--- config.mk ---
export PLATFORM = sky130hd
export DESIGN_NAME = frp_back_flat
export DESIGN_NICKNAME = d
export VERILOG_FILES = /design/src/rtl/frp_pkg.sv /design/src/rtl/frp_if.sv /design/src/rtl/frp_back.sv /design/src/flat_wrapper.sv
export SDC_FILE = /design/constraint.sdc
export NUM_CORES = 1
export LEC_CHECK = 0
export ABC_AREA = 1
export CAP_MARGIN = 20
export CORE_ASPECT_RATIO = 1.1
export CORE_MARGIN = 3
export CORE_UTILIZATION = 36
export CTS_CLUSTER_DIAMETER = 150
export CTS_CLUSTER_SIZE = 24
export DETAILED_ROUTE_END_ITERATION = 16
export DONT_BUFFER_PORTS = 1
export PLACE_DENSITY = 0.56
export SLEW_MARGIN = 20
export SYNTH_ARGS = -nofsm -noshare
export SYNTH_HDL_FRONTEND = slang
export SYNTH_SLANG_ARGS = --single-unit
--- constraint.sdc ---
create_clock -name clk -period 5 [get_ports clk]
set_input_delay 0.25 -clock clk [delete_from_list [all_inputs] [get_ports clk]]
set_output_delay 0.25 -clock clk [all_outputs]
set_load 0.005 [all_outputs]
--- src/rtl/frp_pkg.sv ---
// Shared types and constants for the fragment relocation patcher.
package frp_pkg;

    // Item function codes
    localparam logic FUNC_SET   = 1'b0;
    localparam logic FUNC_RELOC = 1'b1;

    // Relocation kinds (ELF MIPS numbering)
    localparam logic [6:0] KIND_WORD = 7'd2;
    localparam logic [6:0] KIND_JUMP = 7'd4;
    localparam logic [6:0] KIND_HI16 = 7'd5;
    localparam logic [6:0] KIND_LO16 = 7'd6;

    // HI16 register slots
    localparam int unsigned REG_SLOTS = 32;
    localparam int unsigned SLOT_W    = 5;

    // Front-to-back queue
    localparam int unsigned QUEUE_DEPTH = 2;
    localparam int unsigned QPTR_W      = 1;
    localparam int unsigned QCNT_W      = 2;

    // Mapped address window and fragment numbering
    localparam logic [3:0] WIN_SEG    = 4'h8;
    localparam logic [7:0] FRAG_FIRST = 8'h10;

    typedef enum logic [1:0] {
        OP_WORD,
        OP_JUMP,
        OP_LO16
    } op_t;

    // Work handed from the front to the back
    typedef struct packed {
        op_t         op;
        logic [31:0] addr;
        logic        hit;
        logic [31:0] base;
        logic [23:0] offset;
        logic [31:0] word;
        logic [23:0] slot_offset;
        logic [31:0] slot_word;
    } work_t;

    // One output patch
    typedef struct packed {
        logic [23:0] offset;
        logic [31:0] word;
        logic        last;
    } beat_t;

endpackage

--- src/rtl/frp_if.sv ---


interface frp_out_if;
    logic        valid;
    logic        ready;
    logic [23:0] patch_offset;
    logic [31:0] patch_word;
    logic        last_patch;

    modport source (
        output valid, patch_offset, patch_word, last_patch,
        input  ready
    );
    modport sink (
        input  valid, patch_offset, patch_word, last_patch,
        output ready
    );
endinterface

--- src/rtl/frp_back.sv ---
// Back: translates addresses and issues one patch beat per cycle while the patch output accepts them.
module frp_back (
    input  logic            clk,
    input  logic            rst_n,
    input  logic            pop_valid,
    input  frp_pkg::work_t  pop_data,
    output logic            pop_ready,
    frp_out_if.source       patch_out
);

    logic           out_valid_reg;
    frp_pkg::beat_t out_reg;
    logic           pend_valid_reg;
    frp_pkg::beat_t pend_reg;

    logic           out_load;
    logic           take;
    logic [31:0]    tsum;
    logic [31:0]    t;
    logic [15:0]    hi;
    frp_pkg::beat_t first;
    frp_pkg::beat_t second;
    logic           has_second;

    assign out_load  = !out_valid_reg || patch_out.ready;
    assign pop_ready = out_load && !pend_valid_reg;
    assign take      = pop_valid && pop_ready;

    // Translation through the fragment base
    assign tsum = pop_data.base + {12'h000, pop_data.addr[19:0]};
    assign t    = (pop_data.hit && pop_data.base != 32'h0) ? tsum : pop_data.addr;
    assign hi   = t[31:16] + {15'h0000, t[15]};

    // Build patch beats
    always_comb
    begin
        first      = '0;
        second     = '0;
        has_second = 1'b0;
        unique case (pop_data.op)
            frp_pkg::OP_WORD:
            begin
                first = '{offset: pop_data.offset, word: t, last: 1'b1};
            end
            frp_pkg::OP_JUMP:
            begin
                first = '{offset: pop_data.offset,
                          word: {pop_data.word[31:26], t[27:2]}, last: 1'b1};
            end
            frp_pkg::OP_LO16:
            begin
                first  = '{offset: pop_data.slot_offset,
                           word: {pop_data.slot_word[31:16], hi}, last: 1'b0};
                second = '{offset: pop_data.offset,
                           word: {pop_data.word[31:16], t[15:0]}, last: 1'b1};
                has_second = 1'b1;
            end
            default:
            begin
                first = '{offset: pop_data.offset, word: t, last: 1'b1};
            end
        endcase
    end

    // Output and pending beat control
    always_ff @(posedge clk or negedge rst_n)
    begin
        if (!rst_n)
        begin
            out_valid_reg  <= 1'b0;
            pend_valid_reg <= 1'b0;
        end
        else if (out_load)
        begin
            if (pend_valid_reg)
            begin
                out_valid_reg  <= 1'b1;
                pend_valid_reg <= 1'b0;
            end
            else
            begin
                out_valid_reg  <= pop_valid;
                pend_valid_reg <= pop_valid && has_second;
            end
        end
    end

    // Beat payloads
    always_ff @(posedge clk)
    begin
        if (out_load)
        begin
            if (pend_valid_reg)
                out_reg <= pend_reg;
            else if (take)
            begin
                out_reg  <= first;
                pend_reg <= second;
            end
        end
    end

    assign patch_out.valid        = out_valid_reg;
    assign patch_out.patch_offset = out_reg.offset;
    assign patch_out.patch_word   = out_reg.word;
    assign patch_out.last_patch   = out_reg.last;

endmodule
--- src/flat_wrapper.sv ---
// flat-port wrapper written by rule: the top's interface ports become plain ports
module frp_back_flat 
  (clk, rst_n, pop_valid, pop_data, pop_ready, patch_out_valid, patch_out_patch_offset, patch_out_patch_word, patch_out_last_patch, patch_out_ready);
  frp_out_if patch_out_i ();
  input  logic clk;
  input  logic rst_n;
  input  logic pop_valid;
  input  frp_pkg::work_t pop_data;
  output logic pop_ready;
  output wire logic [$bits(patch_out_i.valid)-1:0] patch_out_valid;
  output wire logic [$bits(patch_out_i.patch_offset)-1:0] patch_out_patch_offset;
  output wire logic [$bits(patch_out_i.patch_word)-1:0] patch_out_patch_word;
  output wire logic [$bits(patch_out_i.last_patch)-1:0] patch_out_last_patch;
  input wire logic [$bits(patch_out_i.ready)-1:0] patch_out_ready;
  assign patch_out_valid = patch_out_i.valid;
  assign patch_out_patch_offset = patch_out_i.patch_offset;
  assign patch_out_patch_word = patch_out_i.patch_word;
  assign patch_out_last_patch = patch_out_i.last_patch;
  assign patch_out_i.ready = patch_out_ready;
  frp_back u_core (.clk(clk), .rst_n(rst_n), .pop_valid(pop_valid), .pop_data(pop_data), .pop_ready(pop_ready), .patch_out(patch_out_i));
endmodule
---- Yosys cells after proc, flatten, opt, wreduce, memory -nomap -nowiden ----
Index checks and enable logic that the tools add are counted.
storage, ports and cells
  word-level logic and storage cells ...... 32
  input port bits ......................... 183
  bits in registers ....................... 116
cells by class
  bitwise operators ....................... 1
  equal/unequal tests ..................... 2
  reductions and logical operators ........ 11
  muxes and demuxes ....................... 8
  add/subtract/negate cells ............... 2
operators with widths
  cell                                                                    count
  57-bit 2-to-1 mux                                                       2
  57-bit case mux with 2 select lines                                     1
  32-bit by 20-bit adder with 32-bit output                               1
  32-bit 2-to-1 mux                                                       1
  32-bit nonzero test                                                     1
  16-bit by 1-bit adder with 16-bit output                                1
  1-bit logical AND                                                       4
  1-bit 2-to-1 mux                                                        4
  3-bit AND reduction                                                     1
  2-bit by 1-bit equality test with 1-bit output (second input constant)  1
  2-bit equality test (second input constant)                             1
  1-bit zero test                                                         2
  2-bit AND reduction                                                     1
  2-bit nonzero test                                                      1
  1-bit logical OR                                                        1
  1-bit NOT                                                               1

---- Logic depth before layout (Yosys ltp) ----
  depth after elaboration ................. 7
  mapped depth ............................ 23
  mapped depth without buffers ............ 23

---- Least setup slack after synthesis ----
Ideal clock, no wire load.
  kind .................................... register -> register
  start point ............................. register u_core.pend_valid_reg
  end point ............................... register u_core.out_reg (netlist bit u_core.patch_out.last_patch), enable pin
  data required time ...................... 4.509 ns
  arrival ................................. 3.575 ns
  buffers on the path ..................... 2
  clock period less this slack ............ 4.066 ns
  stages on the path, launching flop included .. 5
  path slack .............................. 0.934 ns
  cell sequence ........................... dfrtp_1 -> inv_2 -> clkbuf_1 -> buf_2 -> a21oi_1
on the way
  longest elaborated chain between the ends .. 5
ends and longest elaborated chain
  element                                   RTL line        source
  start: declaration                        frp_back.sv:13  logic pend_valid_reg;
  start signal: assignment                  frp_back.sv:83  pend_valid_reg <= pop_valid && has_second;
  1-bit zero test                           frp_back.sv:26  assign pop_ready = out_load && !pend_valid_reg;
  1-bit logical AND                         frp_back.sv:26
  1-bit logical AND                         frp_back.sv:27  assign take = pop_valid && pop_ready;
  2-bit nonzero test (no source line) (*)   --
  2-bit AND reduction (no source line) (*)  --
  end signal: assignment                    frp_back.sv:94  out_reg <= pend_reg;
  end signal: assignment                    frp_back.sv:97  out_reg <= first;
  end: declaration                          frp_back.sv:12  frp_pkg::beat_t out_reg;
Every way passes the cells marked *; elsewhere a longest branch is shown, timed or not.
A chain may end at the register's enable or synchronous reset.

---- Final worst setup path ----
  start point ............................. input port pop_data[112] (netlist name)
  end point ............................... register u_core.out_reg (netlist bit u_core.patch_out.patch_word[5]), data pin
on the way
  longest elaborated chain between the ends .. 7
  elaborated cells on any way between the ends .. 8
  those cells by class .................... add/sub: 2; mux: 4; reduce/logical: 2
ends and longest elaborated chain
  element                                                                                            RTL line           source
  start: declaration                                                                                 flat_wrapper.sv:8  input frp_pkg::work_t pop_data;
  parallel branches: the longest is 2 deep, another holds 32-bit by 20-bit adder with 32-bit output  --
  32-bit 2-to-1 mux (*)                                                                              frp_back.sv:31     assign t = (pop_data.hit && pop_data.base != 32'h0) ? tsum : pop_data.addr;
  16-bit by 1-bit adder with 16-bit output                                                           frp_back.sv:32     assign hi = t[31:16] + {15'h0000, t[15]};
  57-bit case mux with 2 select lines (*)                                                            frp_back.sv:40     unique case (pop_data.op)
  57-bit 2-to-1 mux (*)                                                                              frp_back.sv:95     else if (take)
  57-bit 2-to-1 mux (*)                                                                              frp_back.sv:93     if (pend_valid_reg)
Mark *: on every way between the ends. The select of a mux whose other input is x is not followed.

==> impl_metrics.toml <==
[logic_synthesis]
ys_seq_area_share_pct = 40.33
syn_avg_cell_area_sq_um = 7.349
synth_edf_count = 114
ys_seq_elements = 116
synth_common_cells = "nand2_1, inv_1, edfxtp_1"
async_reset_ff_share_pct = 1.724
synth_area_leader_cell = "edfxtp_1"
synth_cells = 1172
netlist_top_cells_area = "edfxtp_1, nand2_1, inv_1"
ys_types = 52
synth_most_common_cell = "nand2_1"
synth_fp_nets = 1381
synthFlopType = "edfxtp_1"
synth_top_area_share_pct = 39.74
syn-cell-area_sq_um = 8613
synth_warnings = 0

[finish]
drive_above_1_share_pct = 11.41
final_nets = 1370
syn_to_final_growth_pct = 10.14
largest_reg_flops = 57
n_antenna_cell = 0

[detailed_routing]
drt_iter0_drc = 396
drt_wl_total_um = 25180
vias = 7305
wl_per_cell_um = 17.08
dr.pass1.iters = 4
ant_nets = 0
drc = 0
viasPerCell = 4.956

[clocking]
cts_max_path_buffers = 2
cts_sinks = 116
clock_latency_ns = 0.40
cts_made_buffers = 17
h-tree-depth = 4
holdBufCountCts = 3
clk_pin_slew_ns = 0.06
cts_resized = 0
root_buffer = "clkbuf_16"
cts_setup_buffers = 0
cts_tree = "yes"

[critical_path]
regToRegStartpoint = "u_core.pend_valid_reg$_DFFE_PN0N_"
worstPathArrival_ns = 3.08
r2r_cells = 4
critical_path_buf_inv_count = 3
worstSetupStartpointType = "primary input"
r2r_slack_ns = 2.30
path_delay_family = "simple AND/OR/NAND/NOR gates"
cp_slowest_cell = "fa_1"
cp-endpoint = "u_core.patch_out.patch_word[5]$_DFFE_PP_"
worst_path_most_repeated_cell = "nand2_1"
path_class = "in -> reg"
critPathMaxStageDelay_ns = 0.45
crit_fanout = 5
crit_path_start = "pop_data[112]"
required_ns = 5.16
crit_chain = "ha_1 > fa_1 > nand3_1 > nand3_1 > nand2_1 > nand2_1 > a31oi_1 > xor2_1 > nand2_1 > o21ai_0 > inv_1 > ha_1 > inv_1 > nor2_4 > nand2_4 > nor2_4 > inv_2 > nand3_1 > o211ai_1 > nand2_1 > nand2_1"
timing.rr.end = "u_core.pend_reg[50]$_SDFFCE_PN0P_"
cp.depth = 21
crit_path_end_kind = "flop"

[global_routing]
grt_use_total_pct = 19.20
grt_pass1_vias = 7043
grt_max_degree = 95
grt_pass1_wl_um = 39210
antenna_found_initial = 0
grt_overflow = 0

[floorplan]
num_rows = 58
die-area_sq_um = 25820
start_util_pct = 37.09
ios = 242
die_x_um = 153.5
core_area_sq_um = 23220
die_y_um = 168.2

[power]
p_per_area_nw_per_um2 = 318.1
p_leak_nw = 4.419
vdd_drop_max_uv = 270.4

[timing]
maxSlewViolCount = 0
fin_ws_ns = 2.074
setup_tns_ns = 0
fin_worst_skew_ns = 0.007488
slew-limit-headroom_pct = 33.65
period_share_pct = 58.52
fmax_mhz = 341.8
setup_viol = 0
hold_viol = 0
tightest_slew_ns = 0.9953
layout_min_cycle_time_ns = 2.926
grt_setup_unrepaired = "false"

[flow_run]
maxCapViolCount = 0

[place]
dp_slack_ns = 1.643
port-buffer-count = 0
gp_congestion = 0.8928
hpwl_um = 19290

[worst_hold_path]
hold_class = "in -> reg"

[outcome]
status = "finished clean"
==> kinds of logic after synthesis <==
family	synth area share [%]
and+or+nand+nor	33.86
AOI/OAI and AO/OA	9.500
DFF	40.33
buffers and inverters	10.58
adders and majority gates	3.864
xor gates and xnor gates	1.525
muxes	0.3486
==> placed cells by master (no fill, tap or decap), types with 5 or more instances in the layout <==
cell and count:
inv_6 5, a31oi_1 32, nor2_2 17, o22ai_1 10, xor2_1 12, nand2_2 20
nor2_4 11, inv_1 173, a22oi_1 5, clkinv_1 5, o211ai_1 12, edfxtp_1 114
nor2_1 108, nand3_2 6, clkbuf_16 17, nor3_1 5, nand2_1 369, a21oi_1 21
nand2_4 9, o21ai_0 46, nand3_1 61, nand4_1 11, ha_1 23, or2_2 13
inv_2 11
==> how the worst min path moves through the flow <==
stage / start / end / slack [ns] / cells past startpoint
6_report: pop_data[76] / u_core.pend_reg[21]$_SDFFCE_PN0P_ / 0.02 / 2
2_1_floorplan: rst_n / u_core.patch_out.valid$_DFFE_PN0N_ / -0.05 / 0
3_5_place_dp: rst_n / u_core.patch_out.valid$_DFFE_PN0N_ / -0.05 / 0
4_1_cts: pop_data[81] / u_core.pend_reg[26]$_SDFFCE_PN0P_ / 0.003 / 2
3_3_place_gp: rst_n / u_core.patch_out.valid$_DFFE_PN0N_ / -0.05 / 0
5_1_grt: pop_data[80] / u_core.pend_reg[25]$_SDFFCE_PN0P_ / 0.003 / 2
==> report_power, final <==
part	switching, mW	internal, mW
sequential	0.0418	1.19
combinational	0.407	0.191
clock	0.474	0.717
total	0.923	2.09
==> routing by layer <==
layer / global-route usage, % / vias up / wire, um
li1: - / 3757 / -
met1: 24.13 / 3267 / 10610
met2: 33.10 / 257 / 12190
met3: 4.679 / 24 / 1912
met4: 5.069 / 0 / 460
met5: 0 / - / 0
==> layout make-up <==
cell class | count | area [sq um]
Tap cell | 300 | 375.4
Clock inverter | 13 | 122.6
Multi-Input combinational cell | 828 | 4253
Fill cell | 2445 | 13740
Clock buffer | 19 | 452.9
Timing Repair Buffer | 9 | 100.1
Sequential cell | 116 | 3473
Inverter | 189 | 709.4
==> through the flow <==
stage / cells / util, % / area, sq um / power [mW] / hold WS, ns
4_1_cts: 1473 / 40.77 / 9467 / 3.047 / 0.002850
3_5_place_dp: 1438 / 38.16 / 8861 / 1.851 / -0.04537
6_report: 1474 / 40.85 / 9487 / 3.018 / 0.01605
3_3_place_gp: 1438 / 38.16 / 8861 / 1.844 / -0.04535
5_1_grt: 1474 / 40.85 / 9487 / 3.178 / 0.002804
2_1_floorplan: 1172 / - / 8613 / 1.695 / -0.04559
No activity file was read; power rests on OpenSTA's default activity.
