==> config.mk <==
export PLATFORM = sky130hd
export DESIGN_NAME = frp_queue
export DESIGN_NICKNAME = d
export VERILOG_FILES = /design/src/rtl/frp_pkg.sv /design/src/rtl/frp_queue.sv
export SDC_FILE = /design/constraint.sdc
export NUM_CORES = 1
export LEC_CHECK = 0
export BUFFER_PORTS_ARGS = -buffer_cell sky130_fd_sc_hd__buf_4
export CAP_MARGIN = 20
export CORE_ASPECT_RATIO = 0.75
export CORE_MARGIN = 4
export CORE_UTILIZATION = 52
export CTS_CLUSTER_SIZE = 30
export DETAILED_ROUTE_END_ITERATION = 12
export PLACE_DENSITY = 0.83
export SLEW_MARGIN = 25
export SYNTH_ARGS = -nofsm -noshare
export SYNTH_HDL_FRONTEND = slang
export SYNTH_SLANG_ARGS = --single-unit
==> constraint.sdc <==
create_clock -name clk -period 10.85 [get_ports clk]
set_input_delay 0.5425 -clock clk [delete_from_list [all_inputs] [get_ports clk]]
set_output_delay 0.5425 -clock clk [all_outputs]
set_load 0.1 [all_outputs]
==> src/rtl/frp_pkg.sv <==
// Shared types and constants for the fragment relocation patcher.
package frp_pkg;

    // Item function codes
    localparam logic FUNC_SET   = 1'b0;
    localparam logic FUNC_RELOC = 1'b1;

    // Relocation kinds (ELF MIPS numbering)
    localparam logic [6:0] KIND_WORD = 7'd2;
    localparam logic [6:0] KIND_JUMP = 7'd4;
    localparam logic [6:0] KIND_HI16 = 7'd5;
    localparam logic [6:0] KIND_LO16 = 7'd6;

    // HI16 register slots
    localparam int unsigned REG_SLOTS = 32;
    localparam int unsigned SLOT_W    = 5;

    // Front-to-back queue
    localparam int unsigned QUEUE_DEPTH = 2;
    localparam int unsigned QPTR_W      = 1;
    localparam int unsigned QCNT_W      = 2;

    // Mapped address window and fragment numbering
    localparam logic [3:0] WIN_SEG    = 4'h8;
    localparam logic [7:0] FRAG_FIRST = 8'h10;

    typedef enum logic [1:0] {
        OP_WORD,
        OP_JUMP,
        OP_LO16
    } op_t;

    // Work handed from the front to the back
    typedef struct packed {
        op_t         op;
        logic [31:0] addr;
        logic        hit;
        logic [31:0] base;
        logic [23:0] offset;
        logic [31:0] word;
        logic [23:0] slot_offset;
        logic [31:0] slot_word;
    } work_t;

    // One output patch
    typedef struct packed {
        logic [23:0] offset;
        logic [31:0] word;
        logic        last;
    } beat_t;

endpackage

==> src/rtl/frp_queue.sv <==
// Short FIFO between front and back.
module frp_queue (
    input  logic            clk,
    input  logic            rst_n,
    input  logic            push_valid,
    input  frp_pkg::work_t  push_data,
    output logic            push_ready,
    output logic            pop_valid,
    output frp_pkg::work_t  pop_data,
    input  logic            pop_ready
);

    frp_pkg::work_t               mem [frp_pkg::QUEUE_DEPTH];
    logic [frp_pkg::QPTR_W-1:0]   wr_ptr_reg;
    logic [frp_pkg::QPTR_W-1:0]   rd_ptr_reg;
    logic [frp_pkg::QCNT_W-1:0]   count_reg;
    logic                         do_push;
    logic                         do_pop;

    assign push_ready = (count_reg != frp_pkg::QCNT_W'(frp_pkg::QUEUE_DEPTH));
    assign pop_valid  = (count_reg != '0);
    assign pop_data   = mem[rd_ptr_reg];
    assign do_push    = push_valid && push_ready;
    assign do_pop     = pop_valid && pop_ready;

    // Pointers and fill count
    always_ff @(posedge clk or negedge rst_n)
    begin
        if (!rst_n)
        begin
            wr_ptr_reg <= '0;
            rd_ptr_reg <= '0;
            count_reg  <= '0;
        end
        else
        begin
            if (do_push)
                wr_ptr_reg <= wr_ptr_reg + 1'b1;
            if (do_pop)
                rd_ptr_reg <= rd_ptr_reg + 1'b1;
            if (do_push && !do_pop)
                count_reg <= count_reg + 1'b1;
            else if (do_pop && !do_push)
                count_reg <= count_reg - 1'b1;
        end
    end

    // Storage
    always_ff @(posedge clk)
    begin
        if (do_push)
            mem[wr_ptr_reg] <= push_data;
    end

endmodule

; ---- Yosys cells after proc, flatten, opt, wreduce, memory -nomap -nowiden
; Memories as Yosys holds them, arrays and structs flattened.
; Cells that the tools add are included.
[word_totals]
ff_bits = 4
mem_bits_rw = 358
output_inout_bits = 181
wordCells = 21
mem_count = 1
[classes]
n_addsub = 4
n_eq_ne = 1
muxes = 4
n_reduce_logical = 8
[memory_table]
columns = memory, words, word_bits, read_ports, rd_clocked_by_memory_dff, write_ports, line
row1 = mem, 2, 179, 1, 0, 1, frp_queue.sv:13  ; frp_pkg::work_t mem [frp_pkg::QUEUE_DEPTH];
[ops]
columns = cell, n
row1 = 1-bit logical AND, 4
row2 = 2-bit 2-to-1 mux, 2
row3 = 2-bit nonzero test, 2
row4 = "1-bit adder, second input constant", 2
row5 = "2-bit by 1-bit adder with 2-bit output, second input constant", 1
row6 = 1-bit zero test, 2
row7 = 1-bit 2-to-1 mux, 2
row8 = "2-bit inequality test, second input constant", 1
row9 = "2-bit by 1-bit subtractor with 2-bit output, second input constant", 1

; ---- Logic depth before layout (Yosys ltp)
; Gate-level depths: netlist of run 1.
[depth]
ltp_word = 6
ltp_mapped = 7
ltp_nobuf = 7

; ---- Worst setup path after synthesis of run 1
; Ideal clock, no wire load.
[synth_path]
path_kind = flip-flop to flip-flop
start = reg count_reg[0] (netlist bit)
end = mem mem[0][0] (netlist bit) (enable)
setup_ns = 0.722
arrival_time_ns = 8.923
slack_ns = 1.206
path_stages_with_launch = 4
synth_period_minus_slack_ns = 9.644
cell_sequence = dfrtp_1 -> nand2b_1 -> nand2_1 -> nor2_1
[synth_via]
elab_chain_len = 4
[synth_lines]
columns = element, line
row1 = start: declaration, frp_queue.sv:16  ; logic [frp_pkg::QCNT_W-1:0] count_reg;
row2 = start signal: assignment, frp_queue.sv:42  ; count_reg <= count_reg + 1'b1;
row3 = start signal: assignment, frp_queue.sv:44  ; count_reg <= count_reg - 1'b1;
row4 = 2-bit inequality test, frp_queue.sv:20  ; assign push_ready = (count_reg != frp_pkg::QCNT_W'(frp_pkg::QUEUE_DEPTH));
row5 = named net push_ready, frp_queue.sv:7  ; output logic push_ready,
row6 = 1-bit logical AND, frp_queue.sv:23  ; assign do_push = push_valid && push_ready;
row7 = 1-bit 2-to-1 mux, frp_queue.sv:51  ; if (do_push)
row8 = 1-bit 2-to-1 mux (implied by the code), frp_queue.sv:52  ; mem[wr_ptr_reg] <= push_data;
row9 = end: declaration, frp_queue.sv:13
; The timed path passes the listed nets, and every way through them passes these cells.

==> results of run 1 <==
## routing by layer
metal	up-vias	global-route usage (%)	wire length [µm]	share of wire, %
met4	0	3.51	305	1.1
met1	3417	23.7	10700	38
met5	-	0	0	0
li1	3070	-	-	-
met2	334	31.8	14000	50
met3	25	7.97	3220	11
## final cells by class
class | count | area [µm²] | area share [%]
clock buffers | 42 | 945 | 5.33
clock inverters | 22 | 173 | 0.975
inverters | 1 | 3.75 | 0.0212
multi-input cells | 192 | 2490 | 14.1
flip-flops and latches | 362 | 10900 | 61.3
well taps | 338 | 423 | 2.39
repair buffers | 370 | 2820 | 15.9
## logic make-up after synthesis
family	after synthesis	synth area share [%]
adders and majority gates	1	0.0926
buffers and inverters	21	1.32
xor gates and xnor gates	5	0.324
muxes	179	17.7
DFF	362	80.3
and+or+nand+nor	7	0.250
## how the worst max path moves through the flow
stage,startpoint,end,slack [ps]
floorplan,count_reg[0],mem[0][0],1210
global placement,rd_ptr_reg,pop_data[8],7670
detailed placement,rd_ptr_reg,pop_data[8],7690
CTS,rd_ptr_reg,pop_data[8],7150
global route,rd_ptr_reg,pop_data[8],7300
finish,rd_ptr_reg,pop_data[46],7430
## per-stage QoR
step	instance area, µm²	instances	hold WS [ps]	worst slack [ps]	util, %
2_1_floorplan	13500	575	247	1210	-
3_3_place_gp	16500	1261	341	7670	65.5
3_5_place_dp	16500	1261	343	7690	65.5
4_1_cts	17700	1326	200	7150	69.9
5_1_grt	17700	1327	203	7300	70.1
6_report	17700	1327	232	7430	70.1
## cell usage in the layout, fill, tap and decap left out
master / Yosys / routed
and3_4: 0 / 1
buf_12: 0 / 1
buf_16: 0 / 1
buf_4: 0 / 365
buf_6: 12 / 2
bufinv_16: 0 / 3
clkbuf_1: 0 / 5
clkbuf_16: 0 / 37
clkinv_1: 0 / 12
clkinv_2: 0 / 6
clkinvlp_4: 0 / 1
dfrtp_1: 4 / 3
dfrtp_4: 0 / 1
dlygate4sd3_1: 0 / 1
edfxtp_1: 358 / 358
ha_1: 1 / 1
inv_1: 1 / 1
mux2_2: 79 / 79
mux2_4: 100 / 100
nand2_1: 2 / 2
nand2b_1: 1 / 1
nor2_1: 2 / 1
nor2_4: 0 / 1
or2_2: 1 / 1
xnor2_1: 3 / 3
xor2_1: 2 / 2
## repair_timing
item	4_1_cts	5_1_grt
endpoints found under the hold margin	4	0
hold buffers	1	0
buffers inserted	0	0
## worst max-delay path: cells and delay by family (launching register included)
family / cells / cell delay [ps]
flops: 1 / 960
buf+inv: 2 / 880
mux: 1 / 430
==> run_results.csv, run 1 <==
group,metric,value,unit
timing,slew_violations,0,
setup_path,r2r-start,"count_reg[0]",
synthesis,syn_area,0.0135,mm²
clocking,clk_latency,480,ps
drt,first_iter_violations,345,
clocking,cts_htree_levels,2,
setup_path,ff2ff_path_depth,3,
final_layout,fillers,1526,
setup_path,max_stage_delay,960,ps
global_route,antenna_found_initial,0,
min_path,worstHoldEndpoint,"mem[1][61]",
clocking,cts_buffers,36,
global_route,grt_pass1_wl,42000,µm
synthesis,ys_seq_elements,362,
drt,firstDrtPassIters,4,
timing,hold_viol,0,
setup_path,slowest_stage,"dfrtp_4",
min_path,hold_start,"push_data[61]",
clocking,cts_buffer_depth,3,
global_route,first_global_vias,7134,
job,maxCapViolCount,0,
floorplanning,io-pin-count,364,
place,place.gp.congestion,0.794,
floorplanning,die_h,148,µm
timing,tightest_slew,881,ps
setup_path,worst-setup-path-type,"reg2out",
setup_path,cp.required,10310,ps
clocking,cts.sinks,362,
floorplanning,rows,50,
clocking,cts_tree,"done",
setup_path,end_kind,"output pin",
drt,drc,0,
drt,via_per_inst,5.16,
synthesis,ys.flop_type,"edfxtp_1",
global_route,overflow,0,
clocking,root_buffer,"clkbuf_16",
setup_path,r2r_setup_slack,8360,ps
setup_path,cp-start-kind,"flop",
synthesis,yosys-top-cells-area,"edfxtp_1, mux2_4, mux2_2",
drt,vias,6846,
timing,min_period,3420,ps
synthesis,synth_edf_count,358,
synthesis,seq_area_frac_synth,80.3,%
drt,wl_per_cell,21.3,µm
floorplanning,start_util,53.5,%
global_route,track_usage,19.0,%
floorplanning,die_w,194,µm
synthesis,syn-num-nets,759,
timing,rsz0062_at_grt,"no",
final_layout,antenna_cells,0,
timing,setup_tns,0,ps
outcome,run_status,"finished clean",
clocking,post_cts_resized,0,
synthesis,synth-async-reset-ratio,1.10,%
min_path,hold_depth,1,
setup_path,worstPathArrival,2880,ps
floorplanning,die_area,0.0287,mm²
timing,post-route-period-util,31.6,%
final_layout,largest_register_ffs,358,
final_layout,drive_gt1_share,60.6,%
timing,relSlewSlack,41.3,%
floorplanning,core_area,0.0253,mm²
drt,ant_nets,0,
synthesis,avgSynthCellArea,23.5,µm²
timing,finClkSkew,9.92,ps
timing,finalSetupViolations,0,
timing,fmax,292,MHz
setup_path,crit_chain,"buf_6 -> mux2_2 -> buf_4",
synthesis,synth_most_common_cell,"edfxtp_1",
min_path,min_path_type,"in2reg",
place,port_buffers,363,
synthesis,synth_commonest_cells,"edfxtp_1, mux2_4, mux2_2, buf_6, buf_2",
place,dp_hpwl,19200,µm
final_layout,fin_nets,1147,
clocking,clk_pin_slew,60,ps
global_route,grt_max_degree,180,
synthesis,syn_inst,575,
synthesis,synth_top_area_share,79.6,%
synthesis,synth_top_area_cell,"edfxtp_1",
setup_path,worst-path-max-fanout,71,
drt,wl,28200,µm
synthesis,ys.warnings.count,0,
setup_path,r2r_end,"mem[1][136]",
final_layout,syn_to_final_growth,31.1,%
synthesis,post_synth_num_cell_types,15,
Power of run 1 is left out: the tool's default activity adds up to more than one toggle a clock period on the data nets, which glitch-free logic cannot reach.
==> run 2, diff against run 1 <==
ABC_AREA = 1   (was not set)
clock period = 3.45 ns   (was 10.85 ns; I/O delays follow)
==> run_results.csv, run 2 <==
group,metric,value,unit
setup_path,worst-path-max-fanout,77,
synthesis,synthMuxAreaShare,0,%
floorplanning,die_w,192,µm
floorplanning,rows,50,
setup_path,crit_buf_inv,3,
timing,tightest_slew,841,ps
clocking,post_cts_resized,0,
setup_path,cp.required,3280,ps
final_layout,fillers,1304,
global_route,grt_max_degree,181,
floorplanning,start_util,53.0,%
timing,setup_tns,0,ps
clocking,cts_hold_buf,182,
drt,vias,9657,
setup_path,slowest_stage,"dfrtp_4",
global_route,track_usage,25.2,%
synthesis,synth_top_family_by_area,"simple AND/OR/NAND/NOR gates",
drt,wl_per_cell,19.5,µm
setup_path,crit_chain,"inv_6 -> buf_4 -> nand2_1 -> nand2_1 -> buf_4",
synthesis,synth_commonest_cells,"nand2_1, edfxtp_1, buf_2, buf_6, inv_1",
synthesis,seq_area_frac_synth,81.9,%
synthesis,yosys.area_share.xor_xnor,0.132,%
global_route,antenna_found_initial,5,
synthesis,syn-num-nets,1147,
setup_path,worstPathArrival,2460,ps
synthesis,syn_inst,963,
clocking,cts.sinks,362,
final_layout,final_common_cell,"nand2_1",
synthesis,synth_top_area_share,81.1,%
place,place.gp.congestion,0.778,
clocking,postCtsSetupBuffers,0,
synthesis,ys.flop_type,"edfxtp_1",
place,dp_hpwl,19300,µm
synthesis,yosys-top-cells-area,"edfxtp_1, nand2_1, buf_6",
timing,slew_violations,0,
setup_path,worst-setup-path-type,"reg2out",
synthesis,synth_edf_count,358,
clocking,root_buffer,"clkbuf_16",
final_layout,final_cell_mix,"nand2_1, buf_4, edfxtp_1, dlygate4sd3_1, clkbuf_16",
final_layout,drive_gt1_share,27.5,%
floorplanning,core_area,0.0250,mm²
synthesis,synth_compound_area_share,0,%
drt,ant_nets,0,
drt,firstDrtPassIters,5,
min_path,min_path_type,"in2async",
timing,rsz0062_at_grt,"no",
setup_path,end_kind,"output pin",
setup_path,cp-start-kind,"flop",
drt,via_per_inst,5.13,
global_route,grt_pass1_wl,55000,µm
timing,finClkSkew,7.48,ps
synthesis,synth_top_area_cell,"edfxtp_1",
synthesis,avgSynthCellArea,13.8,µm²
synthesis,ys_seq_elements,362,
clocking,clk_pin_slew,60,ps
timing,relSlewSlack,43.9,%
clocking,clk_latency,490,ps
final_layout,fin_nets,1700,
timing,finalSetupViolations,0,
floorplanning,die_area,0.0281,mm²
global_route,overflow,0,
timing,post-route-period-util,76.3,%
synthesis,ys.warnings.count,0,
synthesis,yosys.area_share.simple,15.7,%
final_layout,syn_to_final_growth,44.9,%
synthesis,synth_most_common_cell,"nand2_1",
global_route,first_global_vias,10005,
setup_path,r2r_setup_slack,1740,ps
clocking,cts_htree_levels,2,
clocking,cts_tree,"done",
setup_path,crit_family,"buffers and inverters",
timing,hold_viol,0,
timing,min_period,2630,ps
timing,fmax,380,MHz
synthesis,syn_area,0.0133,mm²
synthesis,synth-async-reset-ratio,1.10,%
final_layout,fin_util,76.7,%
drt,first_iter_violations,714,
floorplanning,die_h,146,µm
place,port_buffers,363,
outcome,run_status,"finished clean",
clocking,cts_buffer_depth,3,
final_layout,largest_register_ffs,358,
clocking,cts_buffers,36,
drt,wl,36800,µm
job,maxCapViolCount,0,
drt,drc,0,
synthesis,post_synth_num_cell_types,15,
floorplanning,io-pin-count,364,
synthesis,synthAdderAreaFrac,0.0944,%
setup_path,max_stage_delay,510,ps
-- run 2: path summary, 6_finish.rpt --
kind                           startpoint            to  cells after the start
setup / recovery               rd_ptr_reg  pop_data[30]                      5
min in group clk           push_data[160]   mem[0][160]                      2
hold / removal                      rst_n    rd_ptr_reg                      2
setup reg to reg             count_reg[0]   mem[1][139]                      5
max in group asynchronous           rst_n    rd_ptr_reg                      2
hold reg to reg              count_reg[0]  count_reg[0]                      1
-- run 2: cell type report --
| class | count | area [µm²] | area share [%] |
|---|---|---|---|
| clock buffers | 42 | 945 | 4.92 |
| inverters | 7 | 31.3 | 0.163 |
| clock inverters | 19 | 86.3 | 0.450 |
| flip-flops and latches | 362 | 10900 | 56.5 |
| well taps | 338 | 423 | 2.20 |
| multi-input cells | 555 | 2150 | 11.2 |
| repair buffers | 554 | 4690 | 24.4 |
| diodes | 5 | 12.5 | 0.0652 |
-- run 2: kinds of logic after synthesis --
group,count (synthesis)
simple gates,552
flops,362
buf+inv,46
xor+xnor,2
fa+ha+maj,1
-- run 2: through the flow --
stage	setup slack, ps	area [µm²]	hold WS (ps)	instances
5_1_grt	725	19200	9.86	1882
3_3_place_gp	1470	16300	-24.9	1634
4_1_cts	864	19200	11.3	1877
6_report	819	19200	29.0	1882
2_1_floorplan	-354	13300	-123	963
3_5_place_dp	1400	16300	-24.9	1634
-- run 2: metal layers --
layer,GRT usage (%),vias to the layer above,share of wire [%],wire [µm]
li1,-,4362,-,-
met1,29.5,4620,35,12700
met2,45.6,583,52,19300
met3,6.17,92,9.5,3480
met4,8.48,0,3.5,1280
met5,0,-,0,0
Power of run 2 is left out for the same reason.
